==> config.mk <==
export PLATFORM = sky130hd
export DESIGN_NAME = nearest_neighbor_scaler_addr_unit
export DESIGN_NICKNAME = d
export VERILOG_FILES = /design/src/rtl/core/nnsa_pkg.sv /design/src/rtl/core/nearest_neighbor_scaler_addr_unit.sv
export VERILOG_INCLUDE_DIRS = /design/src /design/src/rtl/core
export SDC_FILE = /design/constraint.sdc
export NUM_CORES = 1
export LEC_CHECK = 0
export BUFFER_PORTS_ARGS = -buffer_cell sky130_fd_sc_hd__buf_4
export CAP_MARGIN = 20
export CORE_UTILIZATION = 57
export CTS_CLUSTER_DIAMETER = 60
export CTS_CLUSTER_SIZE = 24
export DETAILED_ROUTE_END_ITERATION = 8
export PLACE_DENSITY = 0.86
export SLEW_MARGIN = 40
export SYNTH_ARGS = -nofsm -noshare
export SYNTH_HDL_FRONTEND = slang
export SYNTH_SLANG_ARGS = --single-unit
export TNS_END_PERCENT = 50
==> constraint.sdc <==
create_clock -name clk -period 6.5 [get_ports clk]
set_input_delay 1.3 -clock clk [delete_from_list [all_inputs] [get_ports clk]]
set_output_delay 1.3 -clock clk [all_outputs]
set_load 0.05 [all_outputs]
==> src/rtl/core/nearest_neighbor_scaler_addr_unit_assert.svh <==
// Assertion macros shared by the scaler address unit.
`ifndef NEAREST_NEIGHBOR_SCALER_ADDR_UNIT_ASSERT_SVH
`define NEAREST_NEIGHBOR_SCALER_ADDR_UNIT_ASSERT_SVH

`ifndef ASSERT_OFF
// Same-cycle implication, checked outside reset.
`define NNSA_ASSERT_IMP(label, clk, rst_n, ante, cons) \
    label: assert property (@(posedge clk) disable iff (!rst_n) (ante) |-> (cons)) \
        else $error("assertion failed: same-cycle implication");
// Next-cycle implication, checked outside reset.
`define NNSA_ASSERT_NXT(label, clk, rst_n, ante, cons) \
    label: assert property (@(posedge clk) disable iff (!rst_n) (ante) |=> (cons)) \
        else $error("assertion failed: next-cycle implication");
`else
`define NNSA_ASSERT_IMP(label, clk, rst_n, ante, cons)
`define NNSA_ASSERT_NXT(label, clk, rst_n, ante, cons)
`endif

`endif

==> src/rtl/core/nnsa_pkg.sv <==
// Types, constants and the microcode table of the scaler address unit.
package nnsa_pkg;

    // Fixed field widths.
    localparam int SIZE_W      = 13;
    localparam int ADDR_W      = 32;
    localparam int CFG_DATA_W  = 32;
    localparam int IN_DATA_W   = 8;
    localparam int OUT_DATA_W  = 64;

    // Default limits.
    localparam int MAX_DIM_DEF     = 4096;
    localparam int BYTES_PER_PIXEL = 3;

    // Configuration register indexes.
    typedef enum logic [2:0] {
        REG_SRC_WIDTH  = 3'd0,
        REG_SRC_HEIGHT = 3'd1,
        REG_DST_WIDTH  = 3'd2,
        REG_DST_HEIGHT = 3'd3,
        REG_SRC_BASE   = 3'd4,
        REG_DST_BASE   = 3'd5
    } cfg_index_t;

    // Sequencer steps.
    typedef enum logic [3:0] {
        ST_WAIT,
        ST_CHECK,
        ST_MUL_COL,
        ST_DIV_COL,
        ST_MUL_ROW,
        ST_DIV_ROW,
        ST_MUL_SRC,
        ST_ADD_SRC,
        ST_ADR_SRC,
        ST_MUL_DST,
        ST_ADD_DST,
        ST_ADR_DST,
        ST_EMIT
    } step_t;

    // Datapath operations.
    typedef enum logic [2:0] {
        OP_TAKE,
        OP_CHECK,
        OP_MUL,
        OP_DIV,
        OP_ADD,
        OP_ADDR,
        OP_EMIT
    } op_t;

    // Operand set for the shared multiplier, divider and adder.
    typedef enum logic [1:0] {
        SEL_COL,
        SEL_ROW,
        SEL_SRC,
        SEL_DST
    } sel_t;

    // Branch conditions; when true the sequencer takes the jump target.
    typedef enum logic [2:0] {
        COND_NEVER,
        COND_NO_REQ,
        COND_BAD_SIZE,
        COND_DIV_BUSY,
        COND_OUT_BUSY
    } cond_t;

    // One control word.
    typedef struct packed {
        op_t   op;
        sel_t  sel;
        cond_t cond;
        step_t jump;
        step_t next;
    } ucode_t;

    // Microcode program, one control word per step.
    function automatic ucode_t ucode_rom(input step_t step);
        ucode_t w;
        begin
            case (step)
                ST_WAIT:    w = '{OP_TAKE,  SEL_COL, COND_NO_REQ,   ST_WAIT,    ST_CHECK};
                ST_CHECK:   w = '{OP_CHECK, SEL_COL, COND_BAD_SIZE, ST_EMIT,    ST_MUL_COL};
                ST_MUL_COL: w = '{OP_MUL,   SEL_COL, COND_NEVER,    ST_WAIT,    ST_DIV_COL};
                ST_DIV_COL: w = '{OP_DIV,   SEL_COL, COND_DIV_BUSY, ST_DIV_COL, ST_MUL_ROW};
                ST_MUL_ROW: w = '{OP_MUL,   SEL_ROW, COND_NEVER,    ST_WAIT,    ST_DIV_ROW};
                ST_DIV_ROW: w = '{OP_DIV,   SEL_ROW, COND_DIV_BUSY, ST_DIV_ROW, ST_MUL_SRC};
                ST_MUL_SRC: w = '{OP_MUL,   SEL_SRC, COND_NEVER,    ST_WAIT,    ST_ADD_SRC};
                ST_ADD_SRC: w = '{OP_ADD,   SEL_SRC, COND_NEVER,    ST_WAIT,    ST_ADR_SRC};
                ST_ADR_SRC: w = '{OP_ADDR,  SEL_SRC, COND_NEVER,    ST_WAIT,    ST_MUL_DST};
                ST_MUL_DST: w = '{OP_MUL,   SEL_DST, COND_NEVER,    ST_WAIT,    ST_ADD_DST};
                ST_ADD_DST: w = '{OP_ADD,   SEL_DST, COND_NEVER,    ST_WAIT,    ST_ADR_DST};
                ST_ADR_DST: w = '{OP_ADDR,  SEL_DST, COND_NEVER,    ST_WAIT,    ST_EMIT};
                ST_EMIT:    w = '{OP_EMIT,  SEL_COL, COND_OUT_BUSY, ST_EMIT,    ST_WAIT};
                default:    w = '{OP_TAKE,  SEL_COL, COND_NEVER,    ST_WAIT,    ST_WAIT};
            endcase
            return w;
        end
    endfunction

endpackage

==> src/rtl/core/nearest_neighbor_scaler_addr_unit.sv <==
// Nearest-neighbor resize address generator driven by a microcoded sequencer.
//
// Channel   Direction  Contents
// s_axis    in         tdata[0] = restart (1 = go to pixel 0,0; 0 = next pixel)
// m_axis    out        tdata = src_addr, dst_addr; tlast = frame_last; tuser = size_error
// cfg       in         write-only registers: widths, heights and base addresses
//
// A request with usable sizes passes the size check, then for each axis a multiply and a
// bit-serial divide that takes one product bit per step, then the multiply, add and
// address steps for source and destination, and the final step loads the result
// register; a request with a zero or oversized dimension goes from the size check
// straight to the final step, and the next request waits until it has left. Reset clears the
// sequencer, the counters, the output valid and the configuration registers; the
// datapath registers are always loaded before they are read. A new request is taken
// while the previous result still waits on m_axis; the sequencer holds in its final step
// only until the output register frees up.

`include "nearest_neighbor_scaler_addr_unit_assert.svh"

module nearest_neighbor_scaler_addr_unit #(
    parameter int MAX_DIM = nnsa_pkg::MAX_DIM_DEF
) (
    input  logic                                 clk,
    input  logic                                 rst_n,
    // Configuration write port.
    input  logic                                 cfg_wen,
    input  nnsa_pkg::cfg_index_t                 cfg_index,
    input  logic [nnsa_pkg::CFG_DATA_W-1:0]      cfg_wdata,
    // Request stream; tdata bits from 0: restart, then zero fill.
    input  logic                                 s_axis_tvalid,
    output logic                                 s_axis_tready,
    input  logic [nnsa_pkg::IN_DATA_W-1:0]       s_axis_tdata,
    // Result stream; tdata bits from 0: src_addr[31:0], dst_addr[31:0].
    output logic                                 m_axis_tvalid,
    input  logic                                 m_axis_tready,
    output logic [nnsa_pkg::OUT_DATA_W-1:0]      m_axis_tdata,
    output logic                                 m_axis_tlast,
    // tuser bits from 0: size_error.
    output logic                                 m_axis_tuser
);

    import nnsa_pkg::*;

    localparam int CNT_W  = $clog2(MAX_DIM);
    localparam int PROD_W = CNT_W + SIZE_W;
    localparam int DCNT_W = $clog2(PROD_W);
    localparam int CMP_W  = (CNT_W + 1 > SIZE_W) ? CNT_W + 1 : SIZE_W;
    localparam logic [31:0] MAX_DIM_W = 32'(MAX_DIM);

    // Configuration registers.
    logic [SIZE_W-1:0] src_width_reg, src_height_reg, dst_width_reg, dst_height_reg;
    logic [ADDR_W-1:0] src_base_reg, dst_base_reg;

    // Sequencer and datapath registers.
    step_t              step_reg, step_next;
    logic               restart_reg;
    logic [CNT_W-1:0]   dest_col_reg, dest_row_reg, src_col_reg, src_row_reg;
    logic [PROD_W-1:0]  prod_reg;
    logic [SIZE_W-1:0]  rem_reg;
    logic [DCNT_W-1:0]  div_cnt_reg;
    logic [ADDR_W-1:0]  src_addr_reg, dst_addr_reg;
    logic               last_reg, err_reg;

    // Output register.
    logic               out_valid_reg;
    logic [OUT_DATA_W-1:0] out_data_reg;
    logic               out_last_reg, out_err_reg;

    ucode_t             uc;
    logic               in_accept, slot_free, bad_size, cond_true;
    logic [CNT_W-1:0]   mul_a;
    logic [SIZE_W-1:0]  mul_b, divisor;
    logic [PROD_W-1:0]  mul_prod;
    logic [SIZE_W:0]    trial;
    logic               q_bit;
    logic [PROD_W-1:0]  prod_shift;
    logic [CMP_W-1:0]   col_inc, row_inc, row_adv;
    logic [CNT_W-1:0]   col_adv_n, row_adv_n;
    logic               col_wrap, row_wrap;
    logic [ADDR_W-1:0]  pix32, addr_sum;
    logic               last_now;

    // Configuration writes.
    always_ff @(posedge clk or negedge rst_n)
    begin
        if (!rst_n)
        begin
            src_width_reg  <= '0;
            src_height_reg <= '0;
            dst_width_reg  <= '0;
            dst_height_reg <= '0;
            src_base_reg   <= '0;
            dst_base_reg   <= '0;
        end
        else if (cfg_wen)
        begin
            case (cfg_index)
                REG_SRC_WIDTH:  src_width_reg  <= cfg_wdata[SIZE_W-1:0];
                REG_SRC_HEIGHT: src_height_reg <= cfg_wdata[SIZE_W-1:0];
                REG_DST_WIDTH:  dst_width_reg  <= cfg_wdata[SIZE_W-1:0];
                REG_DST_HEIGHT: dst_height_reg <= cfg_wdata[SIZE_W-1:0];
                REG_SRC_BASE:   src_base_reg   <= cfg_wdata[ADDR_W-1:0];
                REG_DST_BASE:   dst_base_reg   <= cfg_wdata[ADDR_W-1:0];
                default:        ;
            endcase
        end
    end

    // Control word of the current step and handshake terms.
    assign uc            = ucode_rom(step_reg);
    assign s_axis_tready = (uc.op == OP_TAKE);
    assign in_accept     = s_axis_tvalid && s_axis_tready;
    assign slot_free     = !out_valid_reg || m_axis_tready;

    // A size is unusable when it is zero or above the maximum dimension.
    assign bad_size = (src_width_reg == '0) || (src_height_reg == '0) ||
                      (dst_width_reg == '0) || (dst_height_reg == '0) ||
                      (32'(src_width_reg) > MAX_DIM_W) || (32'(src_height_reg) > MAX_DIM_W) ||
                      (32'(dst_width_reg) > MAX_DIM_W) || (32'(dst_height_reg) > MAX_DIM_W);

    // Branch condition and next step.
    always_comb
    begin
        case (uc.cond)
            COND_NEVER:    cond_true = 1'b0;
            COND_NO_REQ:   cond_true = !in_accept;
            COND_BAD_SIZE: cond_true = bad_size;
            COND_DIV_BUSY: cond_true = (div_cnt_reg != '0);
            COND_OUT_BUSY: cond_true = !slot_free;
            default:       cond_true = 1'b0;
        endcase
        step_next = cond_true ? uc.jump : uc.next;
    end

    // Operand selection for the shared multiplier and divider.
    always_comb
    begin
        case (uc.sel)
            SEL_COL:
            begin
                mul_a   = dest_col_reg;
                mul_b   = src_width_reg;
                divisor = dst_width_reg;
            end
            SEL_ROW:
            begin
                mul_a   = dest_row_reg;
                mul_b   = src_height_reg;
                divisor = dst_height_reg;
            end
            SEL_SRC:
            begin
                mul_a   = src_row_reg;
                mul_b   = src_width_reg;
                divisor = dst_width_reg;
            end
            SEL_DST:
            begin
                mul_a   = dest_row_reg;
                mul_b   = dst_width_reg;
                divisor = dst_height_reg;
            end
            default:
            begin
                mul_a   = dest_col_reg;
                mul_b   = src_width_reg;
                divisor = dst_width_reg;
            end
        endcase
    end

    assign mul_prod = PROD_W'(mul_a) * PROD_W'(mul_b);

    // One restoring-division step: the dividend shifts out of the top of prod_reg
    // while quotient bits shift in at the bottom.
    assign trial      = {rem_reg, prod_reg[PROD_W-1]};
    assign q_bit      = (trial >= {1'b0, divisor});
    assign prod_shift = {prod_reg[PROD_W-2:0], q_bit};

    // Destination advance: column steps, rows wrap, frame wraps.
    assign col_inc   = CMP_W'(dest_col_reg) + CMP_W'(1);
    assign col_wrap  = (col_inc >= CMP_W'(dst_width_reg));
    assign row_inc   = CMP_W'(dest_row_reg) + CMP_W'(1);
    assign row_adv   = col_wrap ? row_inc : CMP_W'(dest_row_reg);
    assign row_wrap  = (row_adv >= CMP_W'(dst_height_reg));
    assign col_adv_n = (col_wrap || row_wrap) ? '0 : col_inc[CNT_W-1:0];
    assign row_adv_n = row_wrap ? '0 : row_adv[CNT_W-1:0];

    // Byte address from the pixel index held in prod_reg.
    assign pix32    = 32'(prod_reg);
    assign addr_sum = ((uc.sel == SEL_SRC) ? src_base_reg : dst_base_reg) +
                      pix32 * 32'(BYTES_PER_PIXEL);
    assign last_now = (CMP_W'(dest_col_reg) + CMP_W'(1) == CMP_W'(dst_width_reg)) &&
                      (CMP_W'(dest_row_reg) + CMP_W'(1) == CMP_W'(dst_height_reg));

    // Sequencer and output valid.
    always_ff @(posedge clk or negedge rst_n)
    begin
        if (!rst_n)
        begin
            step_reg      <= ST_WAIT;
            out_valid_reg <= 1'b0;
        end
        else
        begin
            step_reg <= step_next;
            if (uc.op == OP_EMIT && slot_free)
            begin
                out_valid_reg <= 1'b1;
            end
            else if (m_axis_tready)
            begin
                out_valid_reg <= 1'b0;
            end
        end
    end

    // Destination counters.
    always_ff @(posedge clk or negedge rst_n)
    begin
        if (!rst_n)
        begin
            dest_col_reg <= '0;
            dest_row_reg <= '0;
        end
        else if (uc.op == OP_CHECK)
        begin
            if (restart_reg)
            begin
                dest_col_reg <= '0;
                dest_row_reg <= '0;
            end
            else if (!bad_size)
            begin
                dest_col_reg <= col_adv_n;
                dest_row_reg <= row_adv_n;
            end
        end
    end

    // Datapath registers, driven by the current control word.
    always_ff @(posedge clk)
    begin
        case (uc.op)
            OP_TAKE:
            begin
                if (in_accept)
                begin
                    restart_reg <= s_axis_tdata[0];
                end
            end
            OP_CHECK:
            begin
                err_reg      <= bad_size;
                src_addr_reg <= '0;
                dst_addr_reg <= '0;
                last_reg     <= 1'b0;
            end
            OP_MUL:
            begin
                prod_reg    <= mul_prod;
                rem_reg     <= '0;
                div_cnt_reg <= DCNT_W'(PROD_W - 1);
            end
            OP_DIV:
            begin
                prod_reg    <= prod_shift;
                rem_reg     <= q_bit ? SIZE_W'(trial - {1'b0, divisor}) : trial[SIZE_W-1:0];
                div_cnt_reg <= div_cnt_reg - DCNT_W'(1);
                if (div_cnt_reg == '0)
                begin
                    if (uc.sel == SEL_COL)
                    begin
                        src_col_reg <= prod_shift[CNT_W-1:0];
                    end
                    else
                    begin
                        src_row_reg <= prod_shift[CNT_W-1:0];
                    end
                end
            end
            OP_ADD:
            begin
                prod_reg <= prod_reg +
                            PROD_W'((uc.sel == SEL_SRC) ? src_col_reg : dest_col_reg);
            end
            OP_ADDR:
            begin
                if (uc.sel == SEL_SRC)
                begin
                    src_addr_reg <= addr_sum;
                end
                else
                begin
                    dst_addr_reg <= addr_sum;
                    last_reg     <= last_now;
                end
            end
            OP_EMIT:
            begin
                if (slot_free)
                begin
                    out_data_reg <= {dst_addr_reg, src_addr_reg};
                    out_last_reg <= last_reg;
                    out_err_reg  <= err_reg;
                end
            end
            default:
            begin
            end
        endcase
    end

    assign m_axis_tvalid = out_valid_reg;
    assign m_axis_tdata  = out_data_reg;
    assign m_axis_tlast  = out_last_reg;
    assign m_axis_tuser  = out_err_reg;

    // An accepted request always starts the size check next.
    `NNSA_ASSERT_NXT(a_take_then_check, clk, rst_n, in_accept, step_reg == ST_CHECK)
    // An error result carries no addresses and no frame end.
    `NNSA_ASSERT_IMP(a_err_clean, clk, rst_n, m_axis_tvalid && m_axis_tuser,
        (m_axis_tdata == '0) && !m_axis_tlast)
    // Leaving the final step always presents a result.
    `NNSA_ASSERT_NXT(a_emit_valid, clk, rst_n, (uc.op == OP_EMIT) && slot_free,
        m_axis_tvalid && (step_reg == ST_WAIT))

endmodule

==> impl_results.md <==
- Max-Cap Viols: 0
- Worst path buffer plus inverter count: 7
- Nets: 2854
- Outcome: complete, but fails checks
- Die Height: just over 200 µm
- DIE AREA: between 40000 and 50000 µm²
- F_max: between 150 and 200 MHz
- Worst Hold Class: flop to flop
- Yosys top cell by area: edfxtp_1
- CP Launch Type: flop
- Via count: between 15k and 20k
- Top delay family on crit path: adder cells
- Max reg flops: between 60 and 70
- Initial antenna violation count: 0
- Total CTS buffers: 24
- Setup tns final: -47.2 ps
- Worst Path Max Fanout: 5
- Proportion of layout cells with a drive suffix above 1: about 25%
- Most common cell after layout, fill and taps aside: nand2_1
- Most frequent CP cell: fa_1
- Synth Warn #: 0
- DP HPWL: 47200 µm
- Fin Hold WS: 418 ps
- Post-Synth Adder-Cell Area: about a fifth
- First-pass GRT wire length: about 100000 µm
- DR vias/cell: about 6.2
- Top routing layer used: met4
- Worst Path Required: between 6000 and 7000 ps
- Largest net degree at the start of global routing: 97
- Synthesized cell area: around 24000 µm²
- Final Skew: ~34 ps
- Worst EP arrival: just under 7000 ps
- Post-synth ARST share: a little over two fifths
- IO buf count: around 110
- Violated checks: setup timing
- P&R area growth vs syn: 19.3%
- Met2 wire length: between 30000 and 40000 µm
- Max-slew violation count: 0
- Combinational family with the most area after synthesis: adder cells
- Worst-Margin Slew: 926 ps
- Post-route clock period utilization: 100%
- Post-synthesis sequential area ratio: between 40 and 50%
- Clock slew at reported path FFs: around 90 ps
- Htree depth: 1
- Final wirelength: roughly 66000 µm
- Num ports: around 120
- Syn Nets: between 2k and 3k
- Compound-Gate Fraction of Synth Area: a little over a tenth
- Period minus WS final: between 6000 and 7000 ps
- Post-synthesis simple-gate area fraction: roughly an eighth
- Residual DRC count: 0
- #FFs+latches synth: ~350
- Vias in the first global route: ~19k
- Clk Latency, worst-skew pair: 580 ps
- DRT Pass-1 Iters: 6
- Clk sink count: 345
- Worst path slowest cell: fa_2
- Largest cells by area after synthesis: edfxtp_1 25%, dfrtp_1 15%, fa_1 12%
- Setup-failing EPs final: 2
- Global route overflow: 0
- Core Region: between 40000 and 50000 µm²
- CP endpoint kind: flop
- Routed met1 length: 24400 µm
- GPL Wtd Cong: 0.945
- Final WS setup: -23.9 ps
- Post-route ant nets: 0
- CP max stage delay: between 500 and 600 ps
- Crit path kind: flop to flop
- Dominant synthesized flop cell: edfxtp_1
- Post-Synth XOR/XNOR Area: between 4 and 5%
- Worst rel slew slack: between 30% and 40%
- Commonest cells after routing, fill and taps aside: 303 x nand2_1, 294 x buf_4, 201 x inv_1
- DR iter-0 viols: between 1.5k and 2k
- Site Rows: 74
- RSZ-0062 raised after global routing: true
- Clock tree buffer depth: 3
- Synthesized area per cell: 10.6 µm²
- Die X-Extent: roughly 200 µm
- Initial core utilization: 57.9%
- Post-synth EDFFs: 200
- Hold-fix buffers, CTS: 0
- Distinct cells, synth: between 80 and 90
- Met3 wire len: between 5000 and 6000 µm
- CTS root buffer: clkbuf_16
- Mux cell area share after synthesis: under 10%
- Fin. Hold Viols: 0
- Cell count after synthesis: ~2.2k
- CTS tree: built
- Place WS: -328 ps
- # diodes: 0
- WL/cell: 21.5 µm
- Top-area cell type share of the netlist area: around a quarter
- Total GRT Usage: 30.8%
worst reg2reg max path, stage by stage, from the launching register on:
cell       delay [ps]
dfrtp_1           410
inv_2              90
ha_4              190
nor2_4             50
buf_12            140
nor2_4            160
buf_6             140
o22a_1            180
buf_4             140
o21a_4            150
nand2_1            80
fa_2              580
inv_2              40
fa_1              550
fa_1              480
fa_1              560
inv_2              50
fa_1              480
inv_1              60
ha_2              190
or3_4             370
o32a_1            320
nand2_2           120
o221a_2           230
nor2b_1            70
a2111oi_2         350
o22ai_1           120
final timing paths:
path	cells after the start	end	slack, ps	start
max	26	prod_reg[23]	-20	step_reg[1]
min	0	m_axis_tdata[9]	420	src_addr_reg[9]
max reg2reg	26	prod_reg[23]	-20	step_reg[1]
min reg2reg	0	m_axis_tdata[9]	420	src_addr_reg[9]
max in group asynchronous	2	dst_base_reg[22]	4530	rst_n
min in group asynchronous	1	src_width_reg[4]	730	rst_n
per-layer routing:
metal  vias to the layer above  global-route usage [%]
met5                         -                       0
met4                         0                    15.2
met3                       243                    4.49
met2                      1065                    52.4
met1                      9254                    38.4
li1                       8307                       -
cells by family (layout without fill, tap and decap cells):
kind of cell	count (synthesis)	in the layout
xor+xnor	109	109
compound gates	367	368
mux	151	151
flops	345	345
buf+inv	289	574
simple gates	683	683
fa+ha+maj	297	297
what timing repair did:
action / CTS / global route
setup endpoints to repair: 11 / 13
gates resized for setup: 56 / 113
buffers inserted: 14 / 28
gates cloned: 1 / 1
pin swaps: 32 / 69
cells in the mapped netlist (12+ instances only):
cell type	count
inv_1	210
dfrtp_1	145
nor3_1	38
fa_1	137
ha_1	160
mux2_2	106
nand2b_1	18
and2_1	25
nor4_1	14
xor2_1	39
mux2i_1	43
nand2_1	308
a31oi_1	16
edfxtp_1	200
o21ai_0	78
nor2_1	154
nor2b_1	17
a21oi_1	70
clkbuf_1	63
a211oi_1	14
or3_1	12
nand4_1	13
xnor2_1	70
and3_1	19
nand3_1	30
o21a_1	20
a21o_1	49
area by class of cell:
type	count	area (µm²)
timing repair buffer	320	2560
clock buffer	28	668
tap	532	666
fill	2730	12700
sequential	345	9640
inverter	210	788
clock inverter	16	233
multi-input combinational	1608	13700
through the flow:
| stage | instances | area, µm² | utilization (%) |
|---|---|---|---|
| after detailed placement | 2974 | 26300 | 64.3 |
| after global placement | 2971 | 26300 | 64.1 |
| final | 3059 | 28300 | 69.1 |
| after floorplan | 2241 | 23700 | - |
| after CTS | 3033 | 27500 | 67.3 |
| after global routing | 3059 | 28300 | 69.1 |
Power is not shown: default switching activity piles up to over one toggle a cycle in this logic, so the estimate is an artifact.
